===== config.mk =====
export PLATFORM = sky130hd
export DESIGN_NAME = dot_matrix_row_port_controller_top_flat
export DESIGN_NICKNAME = d
export VERILOG_FILES = /design/src/design/dmrpc_pkg.sv /design/src/design/dmrpc_if.sv /design/src/design/dot_matrix_row_port_controller_top.sv /design/src/flat_wrapper.sv
export VERILOG_INCLUDE_DIRS = /design/src /design/src/design
export SDC_FILE = /design/constraint.sdc
export NUM_CORES = 1
export LEC_CHECK = 0
export BUFFER_PORTS_ARGS = -buffer_cell sky130_fd_sc_hd__buf_2
export CAP_MARGIN = 10
export CORE_ASPECT_RATIO = 1.25
export CORE_MARGIN = 2
export CORE_UTILIZATION = 54
export CTS_CLUSTER_DIAMETER = 40
export DETAILED_ROUTE_END_ITERATION = 7
export GPL_TIMING_DRIVEN = 0
export PLACE_DENSITY = 0.85
export SYNTH_ARGS = -nofsm -noshare
export SYNTH_HDL_FRONTEND = slang
export SYNTH_SLANG_ARGS = --single-unit
export TNS_END_PERCENT = 100

===== constraint.sdc =====
create_clock -name clk -period 3.68 [get_ports clk]
set_input_delay 0.368 -clock clk [delete_from_list [all_inputs] [get_ports clk]]
set_output_delay 0.368 -clock clk [all_outputs]
set_load 0.1 [all_outputs]

===== src/design/dot_matrix_row_port_controller_top_macros.svh =====
// Assertion macros for the dot-matrix row port controller.
`ifndef DOT_MATRIX_ROW_PORT_CONTROLLER_TOP_MACROS_SVH
`define DOT_MATRIX_ROW_PORT_CONTROLLER_TOP_MACROS_SVH
`ifndef SYNTH
// Gated by reset: disabled while rst_n is low.
`define DMRPC_ASSERT(lbl, clk, rstn, prop, msg) \
  lbl: assert property (@(posedge clk) disable iff (!rstn) prop) else $error(msg);
// Checked at every edge, reset included.
`define DMRPC_ASSERT_ALWAYS(lbl, clk, prop, msg) \
  lbl: assert property (@(posedge clk) prop) else $error(msg);
`else
`define DMRPC_ASSERT(lbl, clk, rstn, prop, msg)
`define DMRPC_ASSERT_ALWAYS(lbl, clk, prop, msg)
`endif
`endif


===== src/design/dmrpc_pkg.sv =====
// Package: types, port decode constants and field widths of the row port controller.
`timescale 1ns / 1ps
package dmrpc_pkg;

  localparam int CMD_W   = 2;
  localparam int BYTE_W  = 8;
  localparam int BANK_W  = 3;
  localparam int ROW_W   = 4;
  localparam int DOTS_W  = 64;
  localparam int RLAT_W  = 32;
  localparam int POS_W   = 5;

  typedef enum logic [CMD_W-1:0] {
    CMD_PORT_WR   = 2'd0,
    CMD_PORT_RD   = 2'd1,
    CMD_HOST_CTL  = 2'd2,
    CMD_HOST_DATA = 2'd3
  } cmd_t;

  // port group decode
  localparam logic [BYTE_W-1:0] MASK_GROUP = 8'h84;
  localparam logic [BYTE_W-1:0] GRP_DOT    = 8'h00;
  localparam logic [BYTE_W-1:0] GRP_LATCH  = 8'h04;
  localparam logic [BYTE_W-1:0] GRP_CMD    = 8'h80;
  localparam logic [BYTE_W-1:0] GRP_OUT    = 8'h84;

  // latched output select
  localparam logic [BYTE_W-1:0] MASK_OUT     = 8'hdc;
  localparam logic [BYTE_W-1:0] OUT_BANK0    = 8'h84;
  localparam logic [BYTE_W-1:0] OUT_BANK1    = 8'h8c;
  localparam logic [BYTE_W-1:0] OUT_BANK2    = 8'h94;
  localparam logic [BYTE_W-1:0] OUT_BLANK    = 8'h9c;
  localparam logic [BYTE_W-1:0] OUT_STATUS   = 8'hc4;
  localparam logic [BYTE_W-1:0] OUT_ROW_DATA = 8'hcc;
  localparam logic [BYTE_W-1:0] OUT_ROW_CLK  = 8'hd4;
  localparam logic [BYTE_W-1:0] OUT_TEST     = 8'hdc;

  localparam logic [BYTE_W-1:0] READ_INVALID = 8'hff;
  localparam logic [BANK_W-1:0] BANK_RESET   = 3'd7;

  // bit k of a one-hot word's position is the OR over these positions
  localparam logic [RLAT_W-1:0] POS_MASK [POS_W] = '{
    32'haaaa_aaaa, 32'hcccc_cccc, 32'hf0f0_f0f0, 32'hff00_ff00, 32'hffff_0000
  };

  typedef struct packed {
    logic [BYTE_W-1:0] read_data;
    logic              busy_res;
    logic              status;
    logic [BANK_W-1:0] rom_bank;
    logic              reset_pulse;
    logic              row_event;
    logic              frame_done;
    logic [ROW_W-1:0]  row_index;
    logic              panel_side;
    logic              both_subframes;
    logic [DOTS_W-1:0] row_dots;
  } res_t;

endpackage


===== src/design/dmrpc_if.sv =====
// Handshake interfaces for the input and result channels.
`timescale 1ns / 1ps
interface dmrpc_in_if import dmrpc_pkg::*; ();
  logic              valid;
  logic              ready;
  logic [CMD_W-1:0]  cmd;
  logic [BYTE_W-1:0] port_address;
  logic [BYTE_W-1:0] write_value;

  modport source (output valid, output cmd, output port_address, output write_value,
                  input ready);
  modport sink   (input valid, input cmd, input port_address, input write_value,
                  output ready);
endinterface

interface dmrpc_out_if import dmrpc_pkg::*; ();
  logic              valid;
  logic              ready;
  logic [BYTE_W-1:0] read_data;
  logic              busy_res;
  logic              status;
  logic [BANK_W-1:0] rom_bank;
  logic              reset_pulse;
  logic              row_event;
  logic              frame_done;
  logic [ROW_W-1:0]  row_index;
  logic              panel_side;
  logic              both_subframes;
  logic [DOTS_W-1:0] row_dots;

  modport source (output valid, output read_data, output busy_res, output status,
                  output rom_bank, output reset_pulse, output row_event, output frame_done,
                  output row_index, output panel_side, output both_subframes,
                  output row_dots, input ready);
  modport sink   (input valid, input read_data, input busy_res, input status,
                  input rom_bank, input reset_pulse, input row_event, input frame_done,
                  input row_index, input panel_side, input both_subframes,
                  input row_dots, output ready);
endinterface


===== src/design/dot_matrix_row_port_controller_top.sv =====
// Top level: dot-matrix row port controller, input register, decode and result register.
//
//  channel | dir | handshake   | payload
//  in_ch   | in  | valid/ready | cmd, port_address, write_value
//  out_ch  | out | valid/ready | read_data, busy_res, status, rom_bank, reset_pulse,
//          |     |             | row_event, frame_done, row_index, panel_side,
//          |     |             | both_subframes, row_dots
//
// One item per cycle unless out_ch stalls; an item passes the input register, then the result register.
// The decode stage updates all board state as the item moves into the result register.
// rst_n is synchronous: state takes its power-on values at once, no clearing pass.
// A stalled result holds the result register; the input register takes one more item.
`timescale 1ns / 1ps
`include "dot_matrix_row_port_controller_top_macros.svh"
module dot_matrix_row_port_controller_top import dmrpc_pkg::*; (
  input  logic       clk,
  input  logic       rst_n,
  dmrpc_in_if.sink   in_ch,
  dmrpc_out_if.source out_ch
);

  // pipeline control
  logic              s1_valid_r;
  logic [CMD_W-1:0]  s1_cmd_r;
  logic [BYTE_W-1:0] s1_addr_r;
  logic [BYTE_W-1:0] s1_val_r;
  logic              out_valid_r;
  res_t              res_r;
  res_t              res_nxt;
  logic              adv;
  logic              in_fire;
  logic              s1_fire;

  // board state
  logic [BYTE_W-1:0] pending_r, pending_nxt;
  logic [BYTE_W-1:0] latched_r, latched_nxt;
  logic [1:0]        host_ctl_r, host_ctl_nxt;
  logic              busy_r, busy_nxt;
  logic [BANK_W-1:0] bank_r, bank_nxt;
  logic              blank_r, blank_nxt;
  logic              status_r, status_nxt;
  logic              row_data_r, row_data_nxt;
  logic              row_clk_r, row_clk_nxt;
  logic              test_r, test_nxt;
  logic [RLAT_W-1:0] row_shift_r, row_shift_nxt;
  logic [RLAT_W-1:0] prev_row_r, prev_row_nxt;
  logic [DOTS_W-1:0] dot_sreg_r, dot_sreg_nxt;
  logic [DOTS_W-1:0] dot_hold_r, dot_hold_nxt;

  // decode temporaries
  logic              do_pw;
  logic [BYTE_W-1:0] pw_data;
  logic [BYTE_W-1:0] pair_sh;
  logic              bit_d;
  logic              row_upd;
  logic [RLAT_W-1:0] low_bit;
  logic [POS_W-1:0]  pos;

  assign adv         = !out_valid_r || out_ch.ready;
  assign in_ch.ready = !s1_valid_r || adv;
  assign in_fire     = in_ch.valid && in_ch.ready;
  assign s1_fire     = s1_valid_r && adv;

  always_comb begin
    pending_nxt   = pending_r;
    latched_nxt   = latched_r;
    host_ctl_nxt  = host_ctl_r;
    busy_nxt      = busy_r;
    bank_nxt      = bank_r;
    blank_nxt     = blank_r;
    status_nxt    = status_r;
    row_data_nxt  = row_data_r;
    row_clk_nxt   = row_clk_r;
    test_nxt      = test_r;
    row_shift_nxt = row_shift_r;
    prev_row_nxt  = prev_row_r;
    dot_sreg_nxt  = dot_sreg_r;
    dot_hold_nxt  = dot_hold_r;
    res_nxt       = '0;
    do_pw         = 1'b0;
    pw_data       = s1_val_r;
    row_upd       = 1'b0;
    pair_sh       = '0;
    bit_d         = 1'b0;
    low_bit       = '0;
    pos           = '0;

    case (cmd_t'(s1_cmd_r))
      CMD_PORT_WR: begin
        do_pw = 1'b1;
      end
      CMD_PORT_RD: begin
        if ((s1_addr_r & MASK_GROUP) == GRP_CMD) begin
          busy_nxt          = 1'b0;
          res_nxt.read_data = latched_r;
        end else begin
          do_pw             = 1'b1;
          pw_data           = READ_INVALID;
          res_nxt.read_data = READ_INVALID;
        end
      end
      CMD_HOST_CTL: begin
        if (!host_ctl_r[0] && s1_val_r[0]) begin
          latched_nxt = pending_r;
          busy_nxt    = 1'b1;
        end
        if (host_ctl_r[1] && !s1_val_r[1]) begin
          // board reset; host side registers are kept
          res_nxt.reset_pulse = 1'b1;
          bank_nxt      = BANK_RESET;
          blank_nxt     = 1'b0;
          status_nxt    = 1'b0;
          row_data_nxt  = 1'b0;
          row_clk_nxt   = 1'b0;
          test_nxt      = 1'b1;
          row_shift_nxt = '0;
          prev_row_nxt  = '0;
          dot_sreg_nxt  = '0;
          dot_hold_nxt  = '0;
        end
        host_ctl_nxt = s1_val_r[1:0];
      end
      CMD_HOST_DATA: begin
        pending_nxt = s1_val_r;
      end
      default: begin
      end
    endcase

    if (do_pw) begin
      bit_d = pw_data[0];
      case (s1_addr_r & MASK_GROUP)
        GRP_DOT: begin
          pair_sh      = pw_data >> {s1_addr_r[1:0], 1'b0};
          dot_sreg_nxt = {dot_sreg_r[DOTS_W-3:0], pair_sh[1:0]};
        end
        GRP_LATCH: begin
          dot_hold_nxt = dot_sreg_r;
          row_upd      = 1'b1;
        end
        GRP_OUT: begin
          case (s1_addr_r & MASK_OUT)
            OUT_BANK0:    bank_nxt[0]  = ~bit_d;
            OUT_BANK1:    bank_nxt[1]  = ~bit_d;
            OUT_BANK2:    bank_nxt[2]  = ~bit_d;
            OUT_BLANK: begin
              blank_nxt = bit_d;
              row_upd   = 1'b1;
            end
            OUT_STATUS:   status_nxt   = bit_d;
            OUT_ROW_DATA: row_data_nxt = bit_d;
            OUT_ROW_CLK: begin
              if (row_clk_r && !bit_d) begin
                row_shift_nxt = {row_shift_r[RLAT_W-2:0], row_data_r};
              end
              row_clk_nxt = bit_d;
              row_upd     = 1'b1;
            end
            OUT_TEST: begin
              test_nxt = bit_d;
              if (!bit_d) begin
                busy_nxt = 1'b1;
              end
            end
            default: begin
            end
          endcase
        end
        default: begin
        end
      endcase
    end

    // row update: lowest set bit of the row latch picks row and side
    low_bit = row_shift_nxt & (~row_shift_nxt + 1'b1);
    for (int k = 0; k < POS_W; k++) begin
      pos[k] = |(low_bit & POS_MASK[k]);
    end
    if (row_upd && blank_nxt) begin
      if (row_shift_nxt != '0) begin
        res_nxt.row_event      = 1'b1;
        res_nxt.row_index      = pos[POS_W-1:1];
        res_nxt.panel_side     = pos[0];
        res_nxt.both_subframes = (prev_row_r != row_shift_nxt);
        res_nxt.row_dots       = dot_hold_nxt;
        prev_row_nxt           = row_shift_nxt;
      end else begin
        res_nxt.frame_done = 1'b1;
      end
    end

    res_nxt.busy_res = busy_nxt;
    res_nxt.status   = status_nxt;
    res_nxt.rom_bank = bank_nxt;
  end

  always_ff @(posedge clk) begin
    if (!rst_n) begin
      s1_valid_r  <= 1'b0;
      out_valid_r <= 1'b0;
      pending_r   <= '0;
      latched_r   <= '0;
      host_ctl_r  <= '0;
      busy_r      <= 1'b0;
      bank_r      <= BANK_RESET;
      blank_r     <= 1'b0;
      status_r    <= 1'b0;
      row_data_r  <= 1'b0;
      row_clk_r   <= 1'b0;
      test_r      <= 1'b1;
      row_shift_r <= '0;
      prev_row_r  <= '0;
      dot_sreg_r  <= '0;
      dot_hold_r  <= '0;
    end else begin
      if (in_ch.ready) begin
        s1_valid_r <= in_ch.valid;
      end
      if (adv) begin
        out_valid_r <= s1_valid_r;
      end
      if (s1_fire) begin
        pending_r   <= pending_nxt;
        latched_r   <= latched_nxt;
        host_ctl_r  <= host_ctl_nxt;
        busy_r      <= busy_nxt;
        bank_r      <= bank_nxt;
        blank_r     <= blank_nxt;
        status_r    <= status_nxt;
        row_data_r  <= row_data_nxt;
        row_clk_r   <= row_clk_nxt;
        test_r      <= test_nxt;
        row_shift_r <= row_shift_nxt;
        prev_row_r  <= prev_row_nxt;
        dot_sreg_r  <= dot_sreg_nxt;
        dot_hold_r  <= dot_hold_nxt;
      end
    end
  end

  // payload registers
  always_ff @(posedge clk) begin
    if (in_fire) begin
      s1_cmd_r  <= in_ch.cmd;
      s1_addr_r <= in_ch.port_address;
      s1_val_r  <= in_ch.write_value;
    end
    if (s1_fire) begin
      res_r <= res_nxt;
    end
  end

  assign out_ch.valid          = out_valid_r;
  assign out_ch.read_data      = res_r.read_data;
  assign out_ch.busy_res       = res_r.busy_res;
  assign out_ch.status         = res_r.status;
  assign out_ch.rom_bank       = res_r.rom_bank;
  assign out_ch.reset_pulse    = res_r.reset_pulse;
  assign out_ch.row_event      = res_r.row_event;
  assign out_ch.frame_done     = res_r.frame_done;
  assign out_ch.row_index      = res_r.row_index;
  assign out_ch.panel_side     = res_r.panel_side;
  assign out_ch.both_subframes = res_r.both_subframes;
  assign out_ch.row_dots       = res_r.row_dots;

  `DMRPC_ASSERT(a_reset_defaults, clk, rst_n, (out_ch.valid && out_ch.reset_pulse) |-> (out_ch.rom_bank == BANK_RESET && !out_ch.status), "board reset item shows non-reset outputs")
  `DMRPC_ASSERT(a_row_or_frame, clk, rst_n, (s1_fire && res_nxt.row_event) |-> !res_nxt.frame_done, "row write and frame done in one item")
  `DMRPC_ASSERT(a_prev_row_follows, clk, rst_n, (s1_fire && res_nxt.row_event) |=> (prev_row_r == row_shift_r), "previous row latch not updated after row write")
  `DMRPC_ASSERT_ALWAYS(a_reset_empties, clk, !rst_n |=> (!out_ch.valid && in_ch.ready), "pipeline not empty after reset")

endmodule


===== src/flat_wrapper.sv =====
// flat-port wrapper written by rule: the top's interface ports become plain ports
module dot_matrix_row_port_controller_top_flat import dmrpc_pkg::*;
  (clk, rst_n, in_ch_valid, in_ch_cmd, in_ch_port_address, in_ch_write_value, in_ch_ready, out_ch_valid, out_ch_read_data, out_ch_busy_res, out_ch_status, out_ch_rom_bank, out_ch_reset_pulse, out_ch_row_event, out_ch_frame_done, out_ch_row_index, out_ch_panel_side, out_ch_both_subframes, out_ch_row_dots, out_ch_ready);
  dmrpc_in_if in_ch_i ();
  dmrpc_out_if out_ch_i ();
  input  logic clk;
  input  logic rst_n;
  input wire logic [$bits(in_ch_i.valid)-1:0] in_ch_valid;
  input wire logic [$bits(in_ch_i.cmd)-1:0] in_ch_cmd;
  input wire logic [$bits(in_ch_i.port_address)-1:0] in_ch_port_address;
  input wire logic [$bits(in_ch_i.write_value)-1:0] in_ch_write_value;
  output wire logic [$bits(in_ch_i.ready)-1:0] in_ch_ready;
  output wire logic [$bits(out_ch_i.valid)-1:0] out_ch_valid;
  output wire logic [$bits(out_ch_i.read_data)-1:0] out_ch_read_data;
  output wire logic [$bits(out_ch_i.busy_res)-1:0] out_ch_busy_res;
  output wire logic [$bits(out_ch_i.status)-1:0] out_ch_status;
  output wire logic [$bits(out_ch_i.rom_bank)-1:0] out_ch_rom_bank;
  output wire logic [$bits(out_ch_i.reset_pulse)-1:0] out_ch_reset_pulse;
  output wire logic [$bits(out_ch_i.row_event)-1:0] out_ch_row_event;
  output wire logic [$bits(out_ch_i.frame_done)-1:0] out_ch_frame_done;
  output wire logic [$bits(out_ch_i.row_index)-1:0] out_ch_row_index;
  output wire logic [$bits(out_ch_i.panel_side)-1:0] out_ch_panel_side;
  output wire logic [$bits(out_ch_i.both_subframes)-1:0] out_ch_both_subframes;
  output wire logic [$bits(out_ch_i.row_dots)-1:0] out_ch_row_dots;
  input wire logic [$bits(out_ch_i.ready)-1:0] out_ch_ready;
  assign in_ch_i.valid = in_ch_valid;
  assign in_ch_i.cmd = in_ch_cmd;
  assign in_ch_i.port_address = in_ch_port_address;
  assign in_ch_i.write_value = in_ch_write_value;
  assign in_ch_ready = in_ch_i.ready;
  assign out_ch_valid = out_ch_i.valid;
  assign out_ch_read_data = out_ch_i.read_data;
  assign out_ch_busy_res = out_ch_i.busy_res;
  assign out_ch_status = out_ch_i.status;
  assign out_ch_rom_bank = out_ch_i.rom_bank;
  assign out_ch_reset_pulse = out_ch_i.reset_pulse;
  assign out_ch_row_event = out_ch_i.row_event;
  assign out_ch_frame_done = out_ch_i.frame_done;
  assign out_ch_row_index = out_ch_i.row_index;
  assign out_ch_panel_side = out_ch_i.panel_side;
  assign out_ch_both_subframes = out_ch_i.both_subframes;
  assign out_ch_row_dots = out_ch_i.row_dots;
  assign out_ch_i.ready = out_ch_ready;
  dot_matrix_row_port_controller_top u_core (.clk(clk), .rst_n(rst_n), .in_ch(in_ch_i), .out_ch(out_ch_i));
endmodule

==> After elaboration in Yosys (flattened, before gate mapping) <==
Index checks and enable logic that the tools add are counted.
{ "word_totals": {"output_inout_bits": 88, "register_bits": 324, "inputBits": 22} }
{ "op_classes": {"eq_ne": 15, "addsub": 1, "bitwise": 3, "shifts": 1, "n_reduce_logical": 26, "muxes": 63} }
{ "op_table": {"columns": ["cell", "count"], "rows": [
  ["64-bit 2-to-1 mux", 8],
  ["32-bit 2-to-1 mux", 10],
  ["16-bit OR reduction", 5],
  ["5-bit == test, second input constant", 8],
  ["1-bit 2-to-1 mux", 35],
  ["32-bit by 1-bit adder with 32-bit output, second input constant", 1],
  ["32-bit bitwise AND", 1],
  ["32-bit != test", 1],
  ["32-bit inverter", 1],
  ["32-bit nonzero test", 1],
  ["8-bit 2-to-1 mux", 3],
  ["3-bit 2-to-1 mux", 4],
  ["2-bit == test, second input constant", 4],
  ["8-bit zero test", 1],
  ["8-bit by 3-bit right shift with 2-bit output", 1],
  ["1-bit logical AND", 6],
  ["1-bit case mux with 2 select lines", 3],
  ["2-bit AND reduction", 3],
  ["1-bit zero test", 5],
  ["2-bit by 1-bit == test with 1-bit output, second input constant", 2],
  ["3-bit AND reduction", 1],
  ["2-bit zero test", 1],
  ["1-bit logical OR", 2],
  ["2-bit OR reduction", 1],
  ["1-bit inverter", 1]
]} }

==> Logic depth before layout (Yosys ltp) <==
Gate-level depths: netlist of the first run.
{ "depth": {"ltp_word": 13, "ltp_mapped": 13, "ltp_nobuf": 11} }

==> Worst setup path before layout of the first run <==
Ideal clock, no wire load.
{ "synth_timing": {"kind": "register -> register", "from": "register u_core.out_valid_r (netlist: u_core.out_ch.valid)", "to": "register u_core.res_r (netlist bit u_core.out_ch.both_subframes), enable pin", "stages_incl_launch_ff": 6, "synth_period_minus_slack_ns": 4.526, "arrival_ns": 4.043, "n_path_buf": 2, "setup_time_ns": 0.483, "slack_ns": -0.846, "path_cell_list": "dfxtp_1 -> nor2b_1 -> nand2b_1 -> inv_1 -> clkbuf_1 -> buf_1"} }
{ "synth_via": {"elab_chain_cells": 3} }
{ "synth_lines": {"columns": ["element", "line_no", "source"], "rows": [
  ["start: declaration", "dot_matrix_row_port_controller_top.sv:27", "logic out_valid_r;"],
  ["start signal: assignment", "dot_matrix_row_port_controller_top.sv:220", "out_valid_r <= s1_valid_r;"],
  ["1-bit zero test", "dot_matrix_row_port_controller_top.sv:59", "assign adv = !out_valid_r || out_ch.ready;"],
  ["1-bit logical OR", "dot_matrix_row_port_controller_top.sv:59", null],
  ["1-bit logical AND", "dot_matrix_row_port_controller_top.sv:62", "assign s1_fire = s1_valid_r && adv;"],
  ["via u_core.s1_fire", "dot_matrix_row_port_controller_top.sv:32", "logic s1_fire;"],
  ["end signal: assignment", "dot_matrix_row_port_controller_top.sv:249", "res_r <= res_nxt;"],
  ["end: declaration", "dot_matrix_row_port_controller_top.sv:28", "res_t res_r;"]
]} }
The timed path passes the listed nets, and every way through them passes these cells.
A chain may end at the register's enable or synchronous reset.

==> Final worst setup path of the first run <==
{ "layout_timing": {"from": "register u_core.s1_cmd_r[1]", "to": "register u_core.res_r (netlist bit u_core.out_ch.row_index[0]) (data pin)"} }
{ "layout_via": {"elab_chain_cells": 12, "word_cells_on_any_way": 24, "classes_between": "1 x add/sub; 2 x eq/ne; 12 x mux; 2 x bitwise; 7 x reduce/logical"} }
{ "layout_lines": {"columns": ["element", "line_no", "source"], "rows": [
  ["start: declaration", "dot_matrix_row_port_controller_top.sv:24", "logic [CMD_W-1:0] s1_cmd_r;"],
  ["start signal: assignment", "dot_matrix_row_port_controller_top.sv:244", "s1_cmd_r <= in_ch.cmd;"],
  ["2-bit by 1-bit == test with 1-bit output", "dot_matrix_row_port_controller_top.sv:88", "case (cmd_t'(s1_cmd_r))"],
  ["8-bit 2-to-1 mux", "dot_matrix_row_port_controller_top.sv:88", null],
  ["1-bit zero test", "dot_matrix_row_port_controller_top.sv:153", "if (row_clk_r && !bit_d) begin"],
  ["1-bit logical AND", "dot_matrix_row_port_controller_top.sv:153", null],
  ["32-bit 2-to-1 mux", "dot_matrix_row_port_controller_top.sv:153", null],
  ["32-bit 2-to-1 mux", "dot_matrix_row_port_controller_top.sv:142", "case (s1_addr_r & MASK_OUT)"],
  ["32-bit 2-to-1 mux", "dot_matrix_row_port_controller_top.sv:132", "case (s1_addr_r & MASK_GROUP)"],
  ["32-bit 2-to-1 mux", "dot_matrix_row_port_controller_top.sv:130", "if (do_pw) begin"],
  ["32-bit inverter", "dot_matrix_row_port_controller_top.sv:175", "low_bit = row_shift_nxt & (~row_shift_nxt + 1'b1);"],
  ["32-bit by 1-bit adder with 32-bit output", "dot_matrix_row_port_controller_top.sv:175", null],
  ["32-bit bitwise AND", "dot_matrix_row_port_controller_top.sv:175", null],
  ["16-bit OR reduction", "dot_matrix_row_port_controller_top.sv:177", "pos[k] = |(low_bit & POS_MASK[k]);"]
]} }
Parallel ways exist; a longest one is shown, timed or not.

==> impl_metrics.tcl, run 1 <==
set metrics [dict create \
    dr.max_layer_used "met4" \
    max_freq_mhz 270 \
    hpwl_mm 28.0 \
    p_int_mw 6.36 \
    cp_cell_sequence "inv_1, ha_2, and4b_1, o2111a_2, buf_4, buf_4, buf_4, a21oi_1, a2111oi_2, nor3_1, a2111oi_2, a31oi_1" \
    ant_nets 0 \
    status "complete, but fails checks" \
    yosysUniqueCellTypes 74 \
    slew_headroom_pct 24.1 \
    synth_async_sr_flop_share_pct 0 \
    ys_warn_count 0 \
    io_pins 110 \
    ys_ff_latch 323 \
    die-area_um2 27700 \
    power_mw 8.67 \
    p_sw_share_pct 26.6 \
    clkPwrFrac_pct 46.0 \
    cts_sinks 323 \
    route.met3.wl_mm 3.69 \
    vias 12900 \
    synth.cell_area_um2 14300 \
    p_sw_mw 2.30 \
    rsz0062_at_grt "yes" \
    fin_ws_ns -0.0184 \
    diodes 0 \
    htree_levels 2 \
    maxCapViolations 0 \
    grt_pass1_vias 12300 \
    fin_nets 1693 \
    rows 66 \
    vdd_ir_drop_max_uv 348 \
    critPathTopFamily "compound AO/OA/AOI/OAI gates" \
    die_h_um 186 \
    grt.overflow.total 0 \
    clk_latency_ns 0.54 \
    setup_viol 1 \
    avgViaCountPerCell 6.31 \
    p_seq_share_pct 43.8 \
    period_needed_ns 3.70 \
    violations "setup timing" \
    crit_slowest_cell "a2111oi_2" \
    min_path_type "in2reg" \
    synth-seq-area-share_pct 52.5 \
    p_leak_nw 5.70 \
    cp-end-kind "register" \
    crit_required_ns 3.90 \
    fill_cells 2032 \
    synth_top_area_share_pct 30.9 \
    drv_slew 0 \
    grt_max_degree 66 \
    arrival_ns 3.92 \
    synth_edf_count 103 \
    crit_path_max_fanout 10 \
    clock_path_buffers 3 \
    avgSynthCellArea_um2 9.39 \
    path_class "reg2reg" \
    regArea_um2 7500 \
    remaining_drc_errors 0 \
    cts_inserted_buffers 38 \
    cp.buffers_inverters 4 \
    fp.dieW_um 149 \
    start_kind "register" \
    gp_congestion 1.00 \
    yosysMostFrequentCell "dfxtp_1" \
    track_usage_pct 29.4 \
    grt_pass1_wl_mm 64.6 \
    tightest_slew_ns 1.14 \
    multiInputGateArea_um2 6210 \
    powerDensity_nw_per_um2 519 \
    antenna_found_initial 0 \
    routed-wl-met2_mm 20.0 \
    drive_gt1_share_pct 13.7 \
    synth_nets 1545 \
    final.setup.tns_ns -0.0184 \
    wl_met1_mm 15.7 \
    clk_pin_slew_ns 0.06 \
    critPathMostFrequentCell "buf_4" \
    drtIter0Drc 1468 \
    drt_wl_total_mm 41.4 \
    ys_top_cells_by_area "dfxtp_1 (31%), edfxtp_1 (22%), a22oi_1 (8.2%)" \
    syn_to_final_growth_pct 17.0 \
    p_comb_share_pct 10.2 \
    start_util_pct 54.9 \
    cts_tree "done" \
    synth_commonest_cells "dfxtp_1 (220), nand2_1 (165), a22oi_1 (156)" \
    place.port_buffers 107 \
    final_hold_viol_count 0 \
    firstDrtPassIters 5 \
    routedWlPerCell_um 20.3 \
    synthFlopType "dfxtp_1" \
    core_um2 26000 \
    cts-root-buf "clkbuf_16" \
    synth_area_leader_cell "dfxtp_1" \
    fin_skew_ns 0.0328 \
    critPathMaxStageDelay_ns 0.44 \
    synth_cells 1519 \
    min_period_over_period_pct 100 \
]
[sequential cells by signal (all words and copies together) (netlist names), 4 cells and up]
register                 flops
u_core.dot_hold_r           64
u_core.dot_sreg_r           64
u_core.latched_r             8
u_core.out_ch.read_data      8
u_core.out_ch.row_dots      64
u_core.out_ch.row_index      4
u_core.pending_r             8
u_core.prev_row_r           32
u_core.row_shift_r          32
u_core.s1_addr_r             7
u_core.s1_val_r              8
[kinds of logic (layout without fill, tap and decap cells)]
group | Yosys count | after routing | share of synthesized area (%)
AOI/OAI and AO/OA | 418 | 418 | 19.8
xor gates and xnor gates | 31 | 31 | 1.90
adders and majority gates | 4 | 4 | 0.351
buffers and inverters | 155 | 333 | 4.39
DFF | 323 | 323 | 52.5
muxes | 19 | 19 | 1.53
and+or+nand+nor | 569 | 569 | 19.4
[layout make-up]
type / instances / area share, %
sequential: 323 / 44.9
multi-input combinational: 1041 / 37.2
clock buffer: 47 / 6.21
timing repair buffer: 108 / 3.37
buffer: 129 / 3.30
tap: 340 / 2.55
clock inverter: 23 / 1.90
inverter: 26 / 0.584
[per-layer routing]
layer / track usage (%) / vias to the layer above
li1: - / 5794
met1: 35.2 / 6139
met2: 50.0 / 764
met3: 5.29 / 159
met4: 15.9 / 0
met5: 0 / -
[per-stage QoR]
stage / worst slack [ns] / hold slack [ns] / cells / util (%) / area, µm²
global route: -0.0900 / 0.0189 / 2037 / 64.2 / 16700
finish: -0.0184 / 0.0204 / 2037 / 64.2 / 16700
global placement: -0.432 / 0.451 / 1966 / 58.6 / 15200
floorplan: 0.396 / 0.441 / 1519 / - / 14300
CTS: 0.0123 / 0.0117 / 2037 / 64.0 / 16700
detailed placement: -0.436 / 0.461 / 1967 / 58.7 / 15300
[worst register-to-register path, delay by kind of cell, from the launching register on]
family | cells | cell delay [ns]
AO/OA/AOI/OAI | 5 | 1.43
buffers and inverters | 4 | 0.85
AND/OR/NAND/NOR | 2 | 0.47
flip-flops | 1 | 0.43
adder cells (fa/ha/maj) | 1 | 0.23
[worst paths after layout]
path	start	to	slack [ns]	depth (start not counted)
worst max-delay path	u_core.s1_cmd_r[1]	u_core.out_ch.row_index[0]	-0.02	12
worst min register to register	u_core.bank_r[0]	u_core.bank_r[0]	0.47	2
worst max register to register	u_core.s1_cmd_r[1]	u_core.out_ch.row_index[0]	-0.02	12
worst min-delay path	in_ch_write_value[5]	u_core.s1_val_r[5]	0.02	1
[power by group through the flow]
stage / clock [mW] / combinational [mW] / sequential (mW)
2_1_floorplan: 0 / 0.342 / 4.19
3_3_place_gp: 0 / 0.845 / 3.87
3_5_place_dp: 0 / 0.855 / 3.87
4_1_cts: 4.01 / 0.864 / 3.79
5_1_grt: 4.16 / 0.925 / 3.80
6_report: 3.98 / 0.884 / 3.80
[what timing repair did]
item	4_1_cts	5_1_grt
buffers inserted	0	0
hold buffers	0	0
endpoints found under the setup margin	15	39
pin swaps	0	1
endpoints found under the hold margin	0	0
resized for setup	12	19
[cells in the final DEF, fill, tap and decap left out, types with 7 or more instances in the layout]
cell type,n
o22ai_1,10
buf_1,10
clkbuf_2,7
o21ai_0,33
nand3_1,86
nor2b_1,113
inv_1,24
nand2_1,165
clkbuf_16,40
a21oi_1,118
and3_1,11
edfxtp_1,103
buf_2,121
nor2_1,112
nor4_1,11
o211a_1,8
dfxtp_1,220
a22oi_1,154
xor2_1,11
nor3_1,31
a211oi_1,14
xnor2_1,20
a31oi_1,7
a21boi_0,12
mux2i_1,15
clkbuf_1,95
No activity file was read; power rests on OpenSTA's default activity.
==> run 2, diff against run 1 <==
--- a/config.mk
+++ b/config.mk
@@ -10,11 +10,11 @@
 export CAP_MARGIN = 10
 export CORE_ASPECT_RATIO = 1.25
 export CORE_MARGIN = 2
-export CORE_UTILIZATION = 54
+export CORE_UTILIZATION = 60
 export CTS_CLUSTER_DIAMETER = 40
 export DETAILED_ROUTE_END_ITERATION = 7
 export GPL_TIMING_DRIVEN = 0
-export PLACE_DENSITY = 0.85
+export PLACE_DENSITY = 0.89
 export SYNTH_ARGS = -nofsm -noshare
 export SYNTH_HDL_FRONTEND = slang
 export SYNTH_SLANG_ARGS = --single-unit
==> constraint.sdc (replaced) <==
create_clock -name clk -period 3.7 [get_ports clk]
set_input_delay 0.37 -clock clk [delete_from_list [all_inputs] [get_ports clk]]
set_output_delay 0.37 -clock clk [all_outputs]
set_load 0.1 [all_outputs]
==> run 2 against run 1 <==
  * The flow finishes with violations (DRC)
  * Routed wire length rose by 1.1%
  * Utilization increased by 5.8 points
  * Critical endpoint is now u_core.out_ch.both_subframes
  * Clock power is 10% lower
  * Flip-flop and latch count unchanged
  * Largest power group is now sequential cells
  * Non-clock buffer count increased by 1
  * Cell area decreased by 1.3%
  * Power decreased by 5.1%
  * Hold slack worse by 0.0078 ns
==> impl_metrics.tcl, run 2 (same netlist as run 1, synthesis figures left out) <==
set metrics [dict create \
    cts_inserted_buffers 37 \
    max_freq_mhz 274 \
    reg2reg_slack_ns 0.05 \
    vdd_ir_drop_max_uv 341 \
    min_path_type "in2reg" \
    grt_pass1_wl_mm 64.7 \
    clk_latency_ns 0.53 \
    p_int_mw 6.02 \
    diodes 0 \
    cts-root-buf "clkbuf_16" \
    post-route-cell-area_um2 16500 \
    ff2ff_path_depth 10 \
    fin_nets 1693 \
    rsz0062_at_grt "yes" \
    layout_commonest_cell "dfxtp_1" \
    routedWlPerCell_um 21.1 \
    maxCapViolations 0 \
    critPathMostFrequentCell "buf_2" \
    cp_cell_sequence "inv_1, ha_1, nor4_2, clkbuf_4, mux2i_1, or4b_4, o21bai_4, buf_2, buf_2, a41oi_1" \
    p_leak_nw 5.63 \
    r2r_end "u_core.out_ch.both_subframes" \
    crit_path_start "u_core.s1_cmd_r[1]" \
    violations "DRC" \
    cp.buffers_inverters 4 \
    p_sw_share_pct 26.8 \
    io_pins 110 \
    cts_setup_buffers 0 \
    whs_ns 0.0126 \
    syn_to_final_growth_pct 15.5 \
    rows 63 \
    final_hold_viol_count 0 \
    timing.rr.start "u_core.s1_cmd_r[1]" \
    firstDrtPassIters 8 \
    gp_congestion 0.996 \
    clk_pin_slew_ns 0.06 \
    htree_levels 2 \
    fin_skew_ns 0.0345 \
    crit_end "u_core.out_ch.both_subframes" \
    fp.dieW_um 142 \
    remaining_drc_errors 1 \
    setup_viol 0 \
    start_kind "register" \
    drv_slew 0 \
    ant_nets 0 \
    power_mw 8.22 \
    hpwl_mm 28.3 \
    period_needed_ns 3.65 \
    grt.overflow.total 0 \
    cts_sinks 323 \
    post_dp_cell_area_um2 15200 \
    avgViaCountPerCell 6.42 \
    status "complete, but fails checks" \
    die_h_um 176 \
    p_comb_share_pct 10.7 \
    drtIter0Drc 1383 \
    clkPwrFrac_pct 43.4 \
    critPathTopFamily "buffers and inverters" \
    min_period_over_period_pct 98.7 \
    vias 12800 \
    crit_slowest_cell "or4b_4" \
    powerDensity_nw_per_um2 499 \
    track_usage_pct 32.8 \
    final_cell_mix "dfxtp_1 (220), nand2_1 (165), a22oi_1 (154)" \
    drt_wl_total_mm 41.9 \
    slew_headroom_pct 26.1 \
    cts_tree "done" \
    grt_max_degree 60 \
    p_sw_mw 2.20 \
    place.port_buffers 107 \
    core_um2 23600 \
    crit_path_max_fanout 10 \
    cp-end-kind "register" \
    drive_gt1_share_pct 13.2 \
    start_util_pct 60.5 \
    path_class "reg2reg" \
    p_seq_share_pct 45.9 \
    clock_path_buffers 3 \
    crit_required_ns 3.88 \
    arrival_ns 3.83 \
    cp.depth 10 \
    antenna_found_initial 0 \
    die-area_um2 25000 \
    tightest_slew_ns 1.11 \
    grt_pass1_vias 12100 \
    final.setup.tns_ns 0 \
    critPathMaxStageDelay_ns 0.57 \
]
run 2: what timing repair did:
item / CTS / global route
gates resized for setup: 13 / 15
pin swaps: 0 / 1
hold buffers: 0 / 1
endpoints found under the hold margin: 0 / 1
endpoints found under the setup margin: 54 / 35
gates cloned: 0 / 0
run 2: area by class of cell:
cell class / count / area [µm²]
Multi-Input combinational cell: 1041 / 6190
Inverter: 26 / 97.6
Clock inverter: 16 / 155
Clock buffer: 51 / 1050
Tap cell: 292 / 365
Fill cell: 1686 / 7080
Timing Repair Buffer: 109 / 573
Buffer: 129 / 553
Sequential cell: 323 / 7500
run 2: power groups by stage:
stage,logic [mW],clock network (mW),registers [mW]
5_1_grt,0.921,3.72,3.78
6_report,0.878,3.57,3.78
3_5_place_dp,0.852,0,3.85
4_1_cts,0.861,3.58,3.77
3_3_place_gp,0.843,0,3.85
2_1_floorplan,0.340,0,4.16
run 2: metal layers:
metal	global-route usage, %	vias to the layer above	share of wire [%]
met4	16.8	0	5.1
li1	-	5798	-
met1	40.0	6093	38
met3	5.07	137	8.2
met5	0	-	0
met2	56.3	735	49
run 2: how the worst min path moves through the flow:
stage / start / cells after the start / slack (ns) / to
6_report: in_ch_write_value[0] / 1 / 0.01 / u_core.s1_val_r[0]
5_1_grt: in_ch_port_address[6] / 1 / 0.009 / u_core.s1_addr_r[6]
4_1_cts: in_ch_port_address[2] / 1 / 0.003 / u_core.s1_addr_r[2]
3_5_place_dp: u_core.pending_r[6] / 2 / 0.46 / u_core.pending_r[6]
3_3_place_gp: u_core.pending_r[1] / 2 / 0.45 / u_core.pending_r[1]
2_1_floorplan: u_core.bank_r[0] / 2 / 0.44 / u_core.bank_r[0]
run 2: metrics by stage:
step	std cells	util (%)	setup WS (ns)
floorplan	1519	-	0.416
finish	1987	69.9	0.0480
global placement	1918	64.4	-0.261
global route	1987	69.9	-0.0198
CTS	1986	69.7	0.0288
detailed placement	1919	64.5	-0.221
